$ cat config.mk
export PLATFORM = sky130hd
export DESIGN_NAME = efha_ctrl
export DESIGN_NICKNAME = d
export VERILOG_FILES = /design/src/hdl/efha_pkg.sv /design/src/hdl/efha_ctrl.sv
export SDC_FILE = /design/constraint.sdc
export NUM_CORES = 1
export LEC_CHECK = 0
export ABC_AREA = 1
export CAP_MARGIN = 25
export CELL_PAD_IN_SITES_DETAIL_PLACEMENT = 1
export CELL_PAD_IN_SITES_GLOBAL_PLACEMENT = 2
export CORE_ASPECT_RATIO = 0.7
export CORE_MARGIN = 1.5
export CORE_UTILIZATION = 23
export CTS_BUF_LIST = sky130_fd_sc_hd__clkbuf_2 sky130_fd_sc_hd__clkbuf_4 sky130_fd_sc_hd__clkbuf_8
export CTS_CLUSTER_DIAMETER = 120
export DETAILED_ROUTE_END_ITERATION = 8
export DONT_BUFFER_PORTS = 1
export GPL_TIMING_DRIVEN = 0
export PLACE_DENSITY = 0.63
export SETUP_SLACK_MARGIN = 0.05
export SYNTH_ARGS = -nofsm -noshare
export SYNTH_HDL_FRONTEND = slang
export SYNTH_SLANG_ARGS = --single-unit
$ cat constraint.sdc
create_clock -name clock -period 3.2 [get_ports clock]
set_input_delay 0.8 -clock clock [delete_from_list [all_inputs] [get_ports clock]]
set_output_delay 0.8 -clock clock [all_outputs]
set_load 0.02 [all_outputs]
$ cat src/hdl/efha_pkg.sv
// Package for the exact-fit heap allocator.
// Field widths, response codes, controller states and the command/status
// structs shared by the controller, the datapath and the top level.
`timescale 1ns / 1ps

package efha_pkg;

   localparam int SIZE_W       = 14;
   localparam int ADDR_W       = 12;
   localparam int STATUS_W     = 2;
   localparam int LIMIT_W      = 13;
   localparam int WORD_W       = 32;
   localparam int HEADER_WORDS = 2;
   localparam logic [LIMIT_W-1:0] LIMIT_RESET = 13'd4096;

   typedef enum logic {
      CMD_ALLOC = 1'b0,
      CMD_FREE  = 1'b1
   } command_type;

   typedef enum logic [STATUS_W-1:0] {
      STATUS_OK       = 2'd0,
      STATUS_NO_SPACE = 2'd1,
      STATUS_BAD_FREE = 2'd2
   } status_type;

   typedef enum logic [7:0] {
      ST_IDLE   = 8'b0000_0001,
      ST_PREP   = 8'b0000_0010,
      ST_WALK1  = 8'b0000_0100,
      ST_WALK2  = 8'b0000_1000,
      ST_CARVE  = 8'b0001_0000,
      ST_CARVE2 = 8'b0010_0000,
      ST_FREE1  = 8'b0100_0000,
      ST_DONE   = 8'b1000_0000
   } state_type;

   // controller -> datapath
   typedef struct packed {
      logic take_req;    // latch request fields
      logic walk_start;  // p = 0, read header word 0 of first block
      logic walk_hdr;    // capture word 0, read word 1
      logic walk_step;   // follow next link, read its word 0
      logic hit_write;   // clear free bit of matching block
      logic fail_space;  // out of arena space
      logic carve_hdr;   // write header word 0 at bump pointer
      logic carve_len;   // write length word, advance bump pointer
      logic bad_free;    // free address rejected
      logic free_rd;     // read header word of block being freed
      logic free_wr;     // set its free bit
      logic rsp_load;    // move result into output register
   } ctl_cmd_type;

   // datapath -> controller
   typedef struct packed {
      logic is_free;
      logic bump_zero;
      logic bad_addr;
      logic hit;
      logic chain_end;
      logic no_space;
   } dp_status_type;

endpackage

$ cat src/hdl/efha_ctrl.sv
// Controller state machine of the exact-fit heap allocator.
// Sequences the header walk, carving and freeing; uses efha_pkg.
`timescale 1ns / 1ps

module efha_ctrl
   import efha_pkg::*;
(
   input  logic          clock,
   input  logic          reset,
   input  logic          req_valid,
   output logic          req_ready,
   output logic          rsp_valid,
   input  logic          rsp_ready,
   input  dp_status_type dp_stat,
   output ctl_cmd_type   ctl_cmd
);

   state_type state_ff, state_in;
   logic      rsp_valid_ff, rsp_valid_in;

   assign req_ready = (state_ff == ST_IDLE);
   assign rsp_valid = rsp_valid_ff;

   always_comb begin
      state_in = state_ff;
      ctl_cmd  = '0;
      unique case (state_ff)
         ST_IDLE: begin
            if (req_valid) begin
               ctl_cmd.take_req = 1'b1;
               state_in = ST_PREP;
            end
         end
         ST_PREP: begin
            if (dp_stat.is_free) begin
               if (dp_stat.bad_addr) begin
                  ctl_cmd.bad_free = 1'b1;
                  state_in = ST_DONE;
               end else begin
                  ctl_cmd.free_rd = 1'b1;
                  state_in = ST_FREE1;
               end
            end else if (dp_stat.bump_zero) begin
               state_in = ST_CARVE;
            end else begin
               ctl_cmd.walk_start = 1'b1;
               state_in = ST_WALK1;
            end
         end
         ST_WALK1: begin
            ctl_cmd.walk_hdr = 1'b1;
            state_in = ST_WALK2;
         end
         ST_WALK2: begin
            priority if (dp_stat.hit) begin
               ctl_cmd.hit_write = 1'b1;
               state_in = ST_DONE;
            end else if (dp_stat.chain_end) begin
               state_in = ST_CARVE;
            end else begin
               ctl_cmd.walk_step = 1'b1;
               state_in = ST_WALK1;
            end
         end
         ST_CARVE: begin
            if (dp_stat.no_space) begin
               ctl_cmd.fail_space = 1'b1;
               state_in = ST_DONE;
            end else begin
               ctl_cmd.carve_hdr = 1'b1;
               state_in = ST_CARVE2;
            end
         end
         ST_CARVE2: begin
            ctl_cmd.carve_len = 1'b1;
            state_in = ST_DONE;
         end
         ST_FREE1: begin
            ctl_cmd.free_wr = 1'b1;
            state_in = ST_DONE;
         end
         ST_DONE: begin
            if (!rsp_valid_ff || rsp_ready) begin
               ctl_cmd.rsp_load = 1'b1;
               state_in = ST_IDLE;
            end
         end
         default: state_in = ST_IDLE;
      endcase
   end

   always_comb begin
      if (ctl_cmd.rsp_load) begin
         rsp_valid_in = 1'b1;
      end else if (rsp_ready) begin
         rsp_valid_in = 1'b0;
      end else begin
         rsp_valid_in = rsp_valid_ff;
      end
   end

   always_ff @(posedge clock) begin
      if (reset) begin
         state_ff     <= ST_IDLE;
         rsp_valid_ff <= 1'b0;
      end else begin
         state_ff     <= state_in;
         rsp_valid_ff <= rsp_valid_in;
      end
   end

endmodule

### Word level (Yosys, flattened, before mapping)

Index checks and enable logic that the tools add are counted.

* flip-flop bits (word level): 9
* bits of input ports: 10
* word-level logic and storage cells: 49

* eq/ne operators: 10
* muxes and demuxes: 32
* reductions and logical operators: 5

Operators with widths (count)
* 8-bit one-hot mux with 7 select lines: 1
* 8-bit two-way mux: 6
* 1-bit two-way mux: 19
* 5-bit two-way mux: 2
* 8-bit by 1-bit equality test with 1-bit output (second input constant): 1
* 8-bit by 2-bit equality test with 1-bit output (second input constant): 1
* 8-bit by 3-bit equality test with 1-bit output (second input constant): 1
* 8-bit by 4-bit equality test with 1-bit output (second input constant): 1
* 8-bit by 5-bit equality test with 1-bit output (second input constant): 1
* 8-bit by 6-bit equality test with 1-bit output (second input constant): 1
* 8-bit by 7-bit equality test with 1-bit output (second input constant): 1
* 8-bit equality test (second input constant): 1
* 2-bit two-way mux: 4
* 2-bit != test (second input constant): 2
* 2-bit AND reduction: 1
* 2-bit nonzero test: 1
* 2-bit OR reduction: 1
* 1-bit logical NOT: 1
* 1-bit logical OR: 1

### Depth between registers and ports, before layout

Gate-level depths: netlist of run 1.

* depth in word-level cells: 5
* mapped depth: 8

### Least setup slack after synthesis of run 1

No wires, ideal clock.

* path type: input to output
* start point: input dp_stat[5] in the netlist's numbering
* end point: output ctl_cmd[2] in the netlist's numbering
* arrival: 1.348 ns
* data required time: 2.400 ns
* setup slack: 1.052 ns
* stages: 2
* cell sequence: inv_1 nor3_1

RTL lines
* start, declared: line efha_ctrl.sv:14 `input dp_status_type dp_stat,`
* end, declared: line efha_ctrl.sv:15 `output ctl_cmd_type ctl_cmd`

==> results of run 1 <==
kinds of logic after synthesis:
kind of cell / synth area share
AOI/OAI and AO/OA: 0.0331
buffers and inverters: 0.161
DFF: 0.280
and+or+nand+nor: 0.525
through the flow:
| stage | setup WS (ns) | total power (uW) | cells |
|---|---|---|---|
| 2_1_floorplan | 1.05 | 157 | 104 |
| 5_1_grt | 0.687 | 315 | 142 |
| 6_report | 0.850 | 297 | 142 |
| 3_5_place_dp | 1.00 | 165 | 138 |
| 4_1_cts | 0.809 | 305 | 142 |
| 3_3_place_gp | 1.02 | 165 | 138 |
final timing paths:
check,to,slack (ns),cells past startpoint
setup / recovery,ctl_cmd[5],0.85,5
hold / removal,state_ff[5],0.63,1
setup reg to reg,state_ff[7],1.84,7
hold reg to reg,state_ff[3],0.65,3
state kept, by name (all words and copies together) (netlist names):
register	flops
rsp_valid	1
state_ff	8
worst reg2reg max path: cells and delay by family, from the launching register on:
family / cells / cell delay, ns
flip-flops: 1 / 0.35
AND/OR/NAND/NOR: 7 / 0.96
report_power, final:
| part | internal, uW | total [uW] | switching (uW) |
|---|---|---|---|
| clock | 85.2 | 134 | 49.0 |
| combinational | 12.6 | 43.9 | 31.3 |
| sequential | 116 | 119 | 2.90 |
cells in the mapped netlist:
cell type and n:
nor3_4 1, a21oi_2 1, inv_2 2, inv_4 1, dfxtp_1 9, nand2_1 17, nor4_2 1, nand3b_1 1
nor4_1 1, nor2_2 6, buf_4 1, nor3_1 3, a21oi_1 1, nand3_1 6, nand2_2 3, o21a_1 1
nor2_1 21, nand2_4 2, nor3_2 1, nand4_1 3, inv_1 21, clkbuf_1 1
per-layer routing:
layer,vias up,share of wire,track usage
met2,18,0.39,0.164
met4,0,0.011,0.0612
li1,321,-,-
met1,248,0.55,0.176
met5,-,0,0
met3,2,0.052,0.0480
layout make-up:
| cell class | instances | area, um2 | area share |
|---|---|---|---|
| clock buffer | 3 | 41.3 | 0.0564 |
| buffer | 2 | 11.3 | 0.0154 |
| sequential | 9 | 180 | 0.246 |
| clock inverter | 1 | 5.00 | 0.00684 |
| multi-input combinational | 69 | 359 | 0.491 |
| inverter | 24 | 92.6 | 0.126 |
| tap | 34 | 42.5 | 0.0581 |
placed cells by master, fill, tap and decap left out, drive strengths merged:
master	count
o21a	1
nand4	3
nor3	5
nand3	6
clkinv	1
inv	24
buf	1
clkbuf	4
nand3b	1
nor4	2
a21oi	2
nor2	27
nand2	22
dfxtp	9
==> out/metrics.cfg, run 1 <==
[status]
status=complete, no violations

[clock_tree]
clkSinkCount=9
cts_tree=done
clk_latency_ns=0.23
cts.htree.levels=1
cts_root_buf=clkbuf_8
cts_setup_buffers=0
cts_hold_buf=0
clk_path_buf_depth=2
cts_resized=0
path_clk_slew_ns=0.05
cts_made_buffers=3

[timing]
worst_pin_slew_ns=0.634
drv_slew=0
timing.hold.ws_ns=0.631
finalHoldViolCount=0
period_share=0.734
setup_violations=0
period_needed_ns=2.35
fin_tns_setup_ns=0
finClkSkew_ns=0.000787
grt_setup_unrepaired=no
slew_headroom=0.574
max_freq_mhz=426

[synth]
synthCells=104
synth.top_cell.area_share=0.280
synthTopCellsByArea=dfxtp_1, inv_1, nor2_1, nand2_1, nor2_2
syn_area_per_cell_um2=6.18
netlist_area_um2=643
synth.yosys.seq_area_share=0.280
synth_cell_types=22
synth-warning-count=0
ys_ff_latch=9
yosysTopAreaCell=dfxtp_1
synth.net_count=114

[hold_path]
hold_start=dp_stat[0]
hold_class=in -> reg

[global_route]
grt_max_degree=9
grt_antenna_before_repair=0
track_usage=0.125
overflow=0
grt_pass1_vias=570
grt_pass1_wl_um=2720

[die]
fp.dieH_um=47.2
core_area_mm2=0.00255
num_io_pins=24
design.die.area_mm2=0.00313
initial_core_util=0.252
row_count=15
fp.dieW_um=66.2

[detailed_routing]
drt-total-wl_um=1680
first_pass_iters=4
route.detailed.drc=0
ant_nets=0
drt_iter0_drc=10
routed_via_density=4.15
vias=589
wire_per_inst_um=11.8

[cells_and_area]
fill_cells=353
final_util=0.287
drive_gt1_frac=0.213
antenna_cells=0
layout.nets=119
fin_area_um2=732
syn_to_final_growth_pct=13.8

[critical_path]
cpMaxStageDelayCell=dfxtp_1
crit_path_start_kind=register
endpoint_kind=primary output
cp_slowest_stage_delay_ns=0.33
crit_start=state_ff[0]
cp.required_ns=2.40
r2r_start=state_ff[4]
critical_path.max_fanout=6
critPathKind=reg -> out
cp_cell_sequence=nor2_2, nand2_2, nor3_1, inv_1, nor2_1
arrival_ns=1.55
cp_top_family=simple AND/OR/NAND/NOR gates
crit_buf_inv=1

[placement]
io_buffers=0
placed_cell_area_um2=686
dp_hpwl_um=1450
place_congestion=0.787

[power]
p_per_area_mw_per_mm2=405
max-vdd-ir-drop_v=0.000171
power_leakage_uw=0.000373

[job]
drv_cap=0

(Power assumes the default switching activity.)
==> run 2, diff against run 1 <==
--- a/config.mk
+++ b/config.mk
@@ -5,7 +5,7 @@
 export SDC_FILE = /design/constraint.sdc
 export NUM_CORES = 1
 export LEC_CHECK = 0
-export ABC_AREA = 1
+export ABC_AREA = 0
 export CAP_MARGIN = 25
 export CELL_PAD_IN_SITES_DETAIL_PLACEMENT = 1
 export CELL_PAD_IN_SITES_GLOBAL_PLACEMENT = 2
@@ -17,7 +17,7 @@
 export DETAILED_ROUTE_END_ITERATION = 8
 export DONT_BUFFER_PORTS = 1
 export GPL_TIMING_DRIVEN = 0
-export PLACE_DENSITY = 0.63
+export PLACE_DENSITY = 0.59
 export SETUP_SLACK_MARGIN = 0.05
 export SYNTH_ARGS = -nofsm -noshare
 export SYNTH_HDL_FRONTEND = slang
==> constraint.sdc (replaced) <==
create_clock -name clock -period 2.3 [get_ports clock]
set_input_delay 0.575 -clock clock [delete_from_list [all_inputs] [get_ports clock]]
set_output_delay 0.575 -clock clock [all_outputs]
set_load 0.02 [all_outputs]
==> run 2 against run 1 <==
Compared with the run above: sequential share of layout area shrank 0.86 points; non-clock buffer count grew 7; die area decreased by 14%; setup slack got worse by 0.85 ns; flip-flop and latch count is the same; global-route usage grew 1.2 points; first-iteration DRC count up 10%; via count decreased by 12%; clock power is 4% higher; largest cell class unchanged.
==> out/metrics.cfg, run 2 <==
[detailed_routing]
drt_iter0_drc=11
ant_nets=0
drt-total-wl_um=1580
vias=521
route.detailed.drc=0
wire_per_inst_um=14.0
routed_via_density=4.61
first_pass_iters=4

[die]
fp.dieH_um=43.8
initial_core_util=0.250
design.die.area_mm2=0.00268
row_count=14
core_area_mm2=0.00219
num_io_pins=24
fp.dieW_um=61.3

[synth]
yosys.area_share.simple=0.526
muxShareOfSynthArea=0
synthTopCellsByCount=nor2_1, dfxtp_1, nor3_1
synthTopCellsByArea=dfxtp_1, nor2_1, nor3_1, a21oi_1, nor4_2
synth-warning-count=0
synthCells=70
synthXorXnorAreaFrac=0.0160
syn_area_per_cell_um2=7.81
synth.yosys.seq_area_share=0.330
synth_top_family_by_area=simple AND/OR/NAND/NOR gates
synth.net_count=80
ys_ff_latch=9
synth_cell_types=26
synthArstFlopShare=0
synth_flop_cell=dfxtp_1
synth.most_common_cell=nor2_1
synth_fa_ha_area_frac=0
synth_compound_area_frac=0.0870
synth.top_cell.area_share=0.330
netlist_area_um2=547
synth_edf_count=0
yosysTopAreaCell=dfxtp_1

[critical_path]
cp_cell_sequence=nor4_4, nand4b_1, buf_4, nor3b_4
cp.required_ns=1.73
crit_path_start_kind=register
cpMaxStageDelayCell=dfxtp_4
cp_slowest_stage_delay_ns=0.36
critPathKind=reg -> out
endpoint_kind=primary output
critical_path.max_fanout=4
crit_buf_inv=1
cp_top_family=simple AND/OR/NAND/NOR gates
arrival_ns=1.72

[power]
power_uw=385
p_per_area_mw_per_mm2=494
internal_power_uw=276
clockPowerShare=0.360
comb_power_share=0.212
power_leakage_uw=0.000286
switching_power_uw=110
pwr-share-seq=0.428
sw_frac_of_total=0.285
max-vdd-ir-drop_v=0.000234

[cells_and_area]
layout.nets=92
drive_gt1_frac=0.358
antenna_cells=0
final_common_cell=nor2_1
final_util=0.356
fill_cells=264
fin_area_um2=779
mostFrequentLayoutCells=nor2_1, buf_4, dfxtp_1
regMostFlops=state_ff
syn_to_final_growth_pct=42.6
largest_register_ffs=8

[clock_tree]
cts_made_buffers=3
clk_latency_ns=0.27
cts_tree=done
path_clk_slew_ns=0.07
clk_path_buf_depth=2
clkSinkCount=9
cts_root_buf=clkbuf_4
cts.htree.levels=1

[placement]
place_ws_ns=0.0944
place_congestion=0.676
placed_cell_area_um2=587
dp_hpwl_um=1160
io_buffers=0

[timing]
period_share=0.998
finClkSkew_ns=0.00528
period_needed_ns=2.30
slew_headroom=0.696
setup_ws_ns=0.00497
setup_violations=0
timing.hold.ws_ns=0.369
max_freq_mhz=436
worst_pin_slew_ns=0.453
grt_setup_unrepaired=yes
finalHoldViolCount=0
drv_slew=0

[job]
drv_cap=0

[status]
status=complete, no violations

[global_route]
overflow=0
grt_pass1_vias=508
grt_antenna_before_repair=0
grt_pass1_wl_um=2590
track_usage=0.137
grt_max_degree=9

[hold_path]
hold_class=in -> reg

## run 2: path summary, 6_finish.rpt
| check | start | to | slack, ns | cells after the start |
|---|---|---|---|---|
| hold / removal | dp_stat[3] | state_ff[6] | 0.37 | 1 |
| setup / recovery | state_ff[6] | ctl_cmd[2] | 0.005 | 4 |
| hold reg to reg | state_ff[2] | state_ff[3] | 0.60 | 1 |
| setup reg to reg | state_ff[3] | state_ff[0] | 0.55 | 7 |
## run 2: per-layer routing
layer	share of wire	global-route usage	wire [um]	up-vias
met5	0	0	0	-
met4	0.015	0.0522	23	0
met3	0.061	0.0687	97	5
met2	0.45	0.185	714	10
met1	0.47	0.184	750	241
li1	-	-	-	265
## run 2: worst register-to-register path, cell delays in order (launching register included)
cell and delay (ns):
dfxtp_1 0.53, nor2_2 0.07, nand4b_1 0.20, buf_4 0.15
buf_4 0.10, o21ai_0 0.08, or4_1 0.40, a21oi_1 0.15
## run 2: metrics by stage
step | instances | TNS (ns)
floorplan | 70 | 0
global placement | 102 | 0
detailed placement | 102 | 0
CTS | 110 | -0.00473
global route | 113 | -0.219
finish | 113 | 0
## run 2: power groups by stage
stage               logic (uW)  registers, uW  clock network, uW
floorplan                 42.4            167                  0
CTS                       61.0            165                145
detailed placement        51.2            168                  0
global placement          51.8            168                  0
global route              88.1            166                159
finish                    81.9            165                139
## run 2: kinds of logic (layout without fill, tap and decap cells)
group | Yosys count | after routing
compound gates | 9 | 9
xor+xnor | 1 | 1
simple gates | 46 | 46
buf+inv | 5 | 16
flops | 9 | 9
## run 2: timing repair
item	CTS	global route
hold buffers	0	0
pin swaps	3	3
buffers inserted	4	3
endpoints found under the setup margin	11	11
gates cloned	0	0
resized for setup	12	9
## run 2: area by class of cell
type,instances,area (um2),area share
Buffer,2,11.3,0.0144
Clock buffer,4,30.0,0.0385
Multi-Input combinational cell,56,437,0.560
Timing Repair Buffer,7,65.1,0.0835
Tap cell,32,40.0,0.0514
Inverter,3,11.3,0.0144
Sequential cell,9,185,0.238
==> run 3, diff against run 2 <==
--- a/config.mk
+++ b/config.mk
@@ -7,8 +7,8 @@
 export LEC_CHECK = 0
 export ABC_AREA = 0
 export CAP_MARGIN = 25
-export CELL_PAD_IN_SITES_DETAIL_PLACEMENT = 1
-export CELL_PAD_IN_SITES_GLOBAL_PLACEMENT = 2
+export CELL_PAD_IN_SITES_DETAIL_PLACEMENT = 0
+export CELL_PAD_IN_SITES_GLOBAL_PLACEMENT = 1
 export CORE_ASPECT_RATIO = 0.7
 export CORE_MARGIN = 1.5
 export CORE_UTILIZATION = 23
@@ -17,7 +17,7 @@
 export DETAILED_ROUTE_END_ITERATION = 8
 export DONT_BUFFER_PORTS = 1
 export GPL_TIMING_DRIVEN = 0
-export PLACE_DENSITY = 0.59
+export PLACE_DENSITY_LB_ADDON = 0.1
 export SETUP_SLACK_MARGIN = 0.05
 export SYNTH_ARGS = -nofsm -noshare
 export SYNTH_HDL_FRONTEND = slang
==> run 3 against run 2 <==
Compared with the run above: critical path type unchanged; first-iteration DRC count fell by 18%; wire length is 13% lower; total power fell by 4.5%; largest cell class unchanged; flip-flop and latch count is the same.
==> out/metrics.cfg, run 3 (same netlist as run 2, synthesis figures left out) <==
[timing]
finalHoldViolCount=0
period_needed_ns=2.25
worst_pin_slew_ns=0.463
drv_slew=0
slew_headroom=0.690
period_share=0.980
grt_setup_unrepaired=yes
max_freq_mhz=444
setup_violations=0
fin_tns_setup_ns=0
finClkSkew_ns=0.00279

[clock_tree]
cts_tree=done
clkSinkCount=9
clk_path_buf_depth=2
cts_made_buffers=3
path_clk_slew_ns=0.06
clk_latency_ns=0.27
cts_root_buf=clkbuf_4
cts.htree.levels=1

[detailed_routing]
wire_per_inst_um=12.3
routed_via_density=4.74
drt_iter0_drc=9
drt-total-wl_um=1370
route.detailed.drc=0
ant_nets=0
vias=531
first_pass_iters=4

[critical_path]
cp_top_family=simple AND/OR/NAND/NOR gates
critPathKind=reg -> out
endpoint_kind=primary output
cp_slowest_stage_delay_ns=0.34
crit_path_start_kind=register
critical_path.max_fanout=4
cp_cell_sequence=nor4_4, nand4b_1, buf_4, nor3b_4
cp.required_ns=1.73
crit_buf_inv=1
rrSetupSlack_ns=0.61
cpMaxStageDelayCell=dfxtp_2
arrival_ns=1.68

[placement]
dp_hpwl_um=1020
place_congestion=0.630
io_buffers=0

[cells_and_area]
final_common_cell=nor2_1
mostFrequentLayoutCells=nor2_1, buf_4, dfxtp_1
syn_to_final_growth_pct=34.1
multi_input_area_um2=413
antenna_cells=0
fill_cells=240
largest_register_ffs=8
ff_latch_area_um2=183
layout.nets=91
drive_gt1_frac=0.363
regMostFlops=state_ff

[die]
initial_core_util=0.250
row_count=14
fp.dieW_um=61.3
fp.dieH_um=43.8
core_area_mm2=0.00219
design.die.area_mm2=0.00268
num_io_pins=24

[power]
max-vdd-ir-drop_v=0.000283
power_uw=368
power_leakage_uw=0.000275
p_per_area_mw_per_mm2=502

[global_route]
grt_pass1_wl_um=2350
track_usage=0.123
grt_antenna_before_repair=0
overflow=0
grt_max_degree=9
grt_pass1_vias=511

[hold_path]
hold_class=in -> reg

[job]
drv_cap=0

[status]
status=complete, no violations

==> run 3: cell count changes in the layout (fill, tap and decap cells not counted), sizes merged <==
cell  delta
buf      -1
==> run 3: layer usage <==
layer	share of wire	global-route usage	vias up
met3	0.064	0.0627	3
met5	0	0	-
met4	0.0080	0.0391	0
met1	0.46	0.158	250
met2	0.47	0.179	12
li1	-	-	266
==> run 3: layout make-up <==
type                       count  area share
tap                           32      0.0546
clock buffer                   4      0.0410
inverter                       3      0.0154
multi-input combinational     56       0.563
buffer                         2      0.0154
sequential                     9       0.249
timing repair buffer           6      0.0614
==> run 3: path summary, 6_finish.rpt <==
path / startpoint / end / cells after the start
setup / recovery: state_ff[7] / ctl_cmd[2] / 4
hold / removal: dp_stat[3] / state_ff[6] / 1
setup reg to reg: state_ff[7] / state_ff[7] / 5
hold reg to reg: state_ff[2] / state_ff[3] / 1
==> run 3: per-stage QoR <==
step / setup WS, ns / std cells / instance area (um2) / util / hold slack, ns
3_5_place_dp: 0.122 / 102 / 587 / 0.268 / 0.572
3_3_place_gp: 0.0761 / 102 / 587 / 0.268 / 0.566
6_report: 0.0465 / 112 / 733 / 0.335 / 0.368
2_1_floorplan: 0.309 / 70 / 547 / - / 0.534
5_1_grt: -0.0743 / 112 / 733 / 0.335 / 0.357
4_1_cts: 0.00669 / 109 / 682 / 0.311 / 0.365
==> run 3: repair_timing <==
action | in CTS | in global routing
pin swaps | 3 | 3
setup endpoints to repair | 8 | 11
gates resized for setup | 10 | 7
setup buffers | 3 | 3
hold buffers | 0 | 0
==> run 3: where the power goes <==
group	leakage, uW	internal, uW	switching [uW]
Sequential	0.0000740	160	5.73
Clock	0.0000184	79.0	60.6
Combinational	0.000183	26.2	36.7
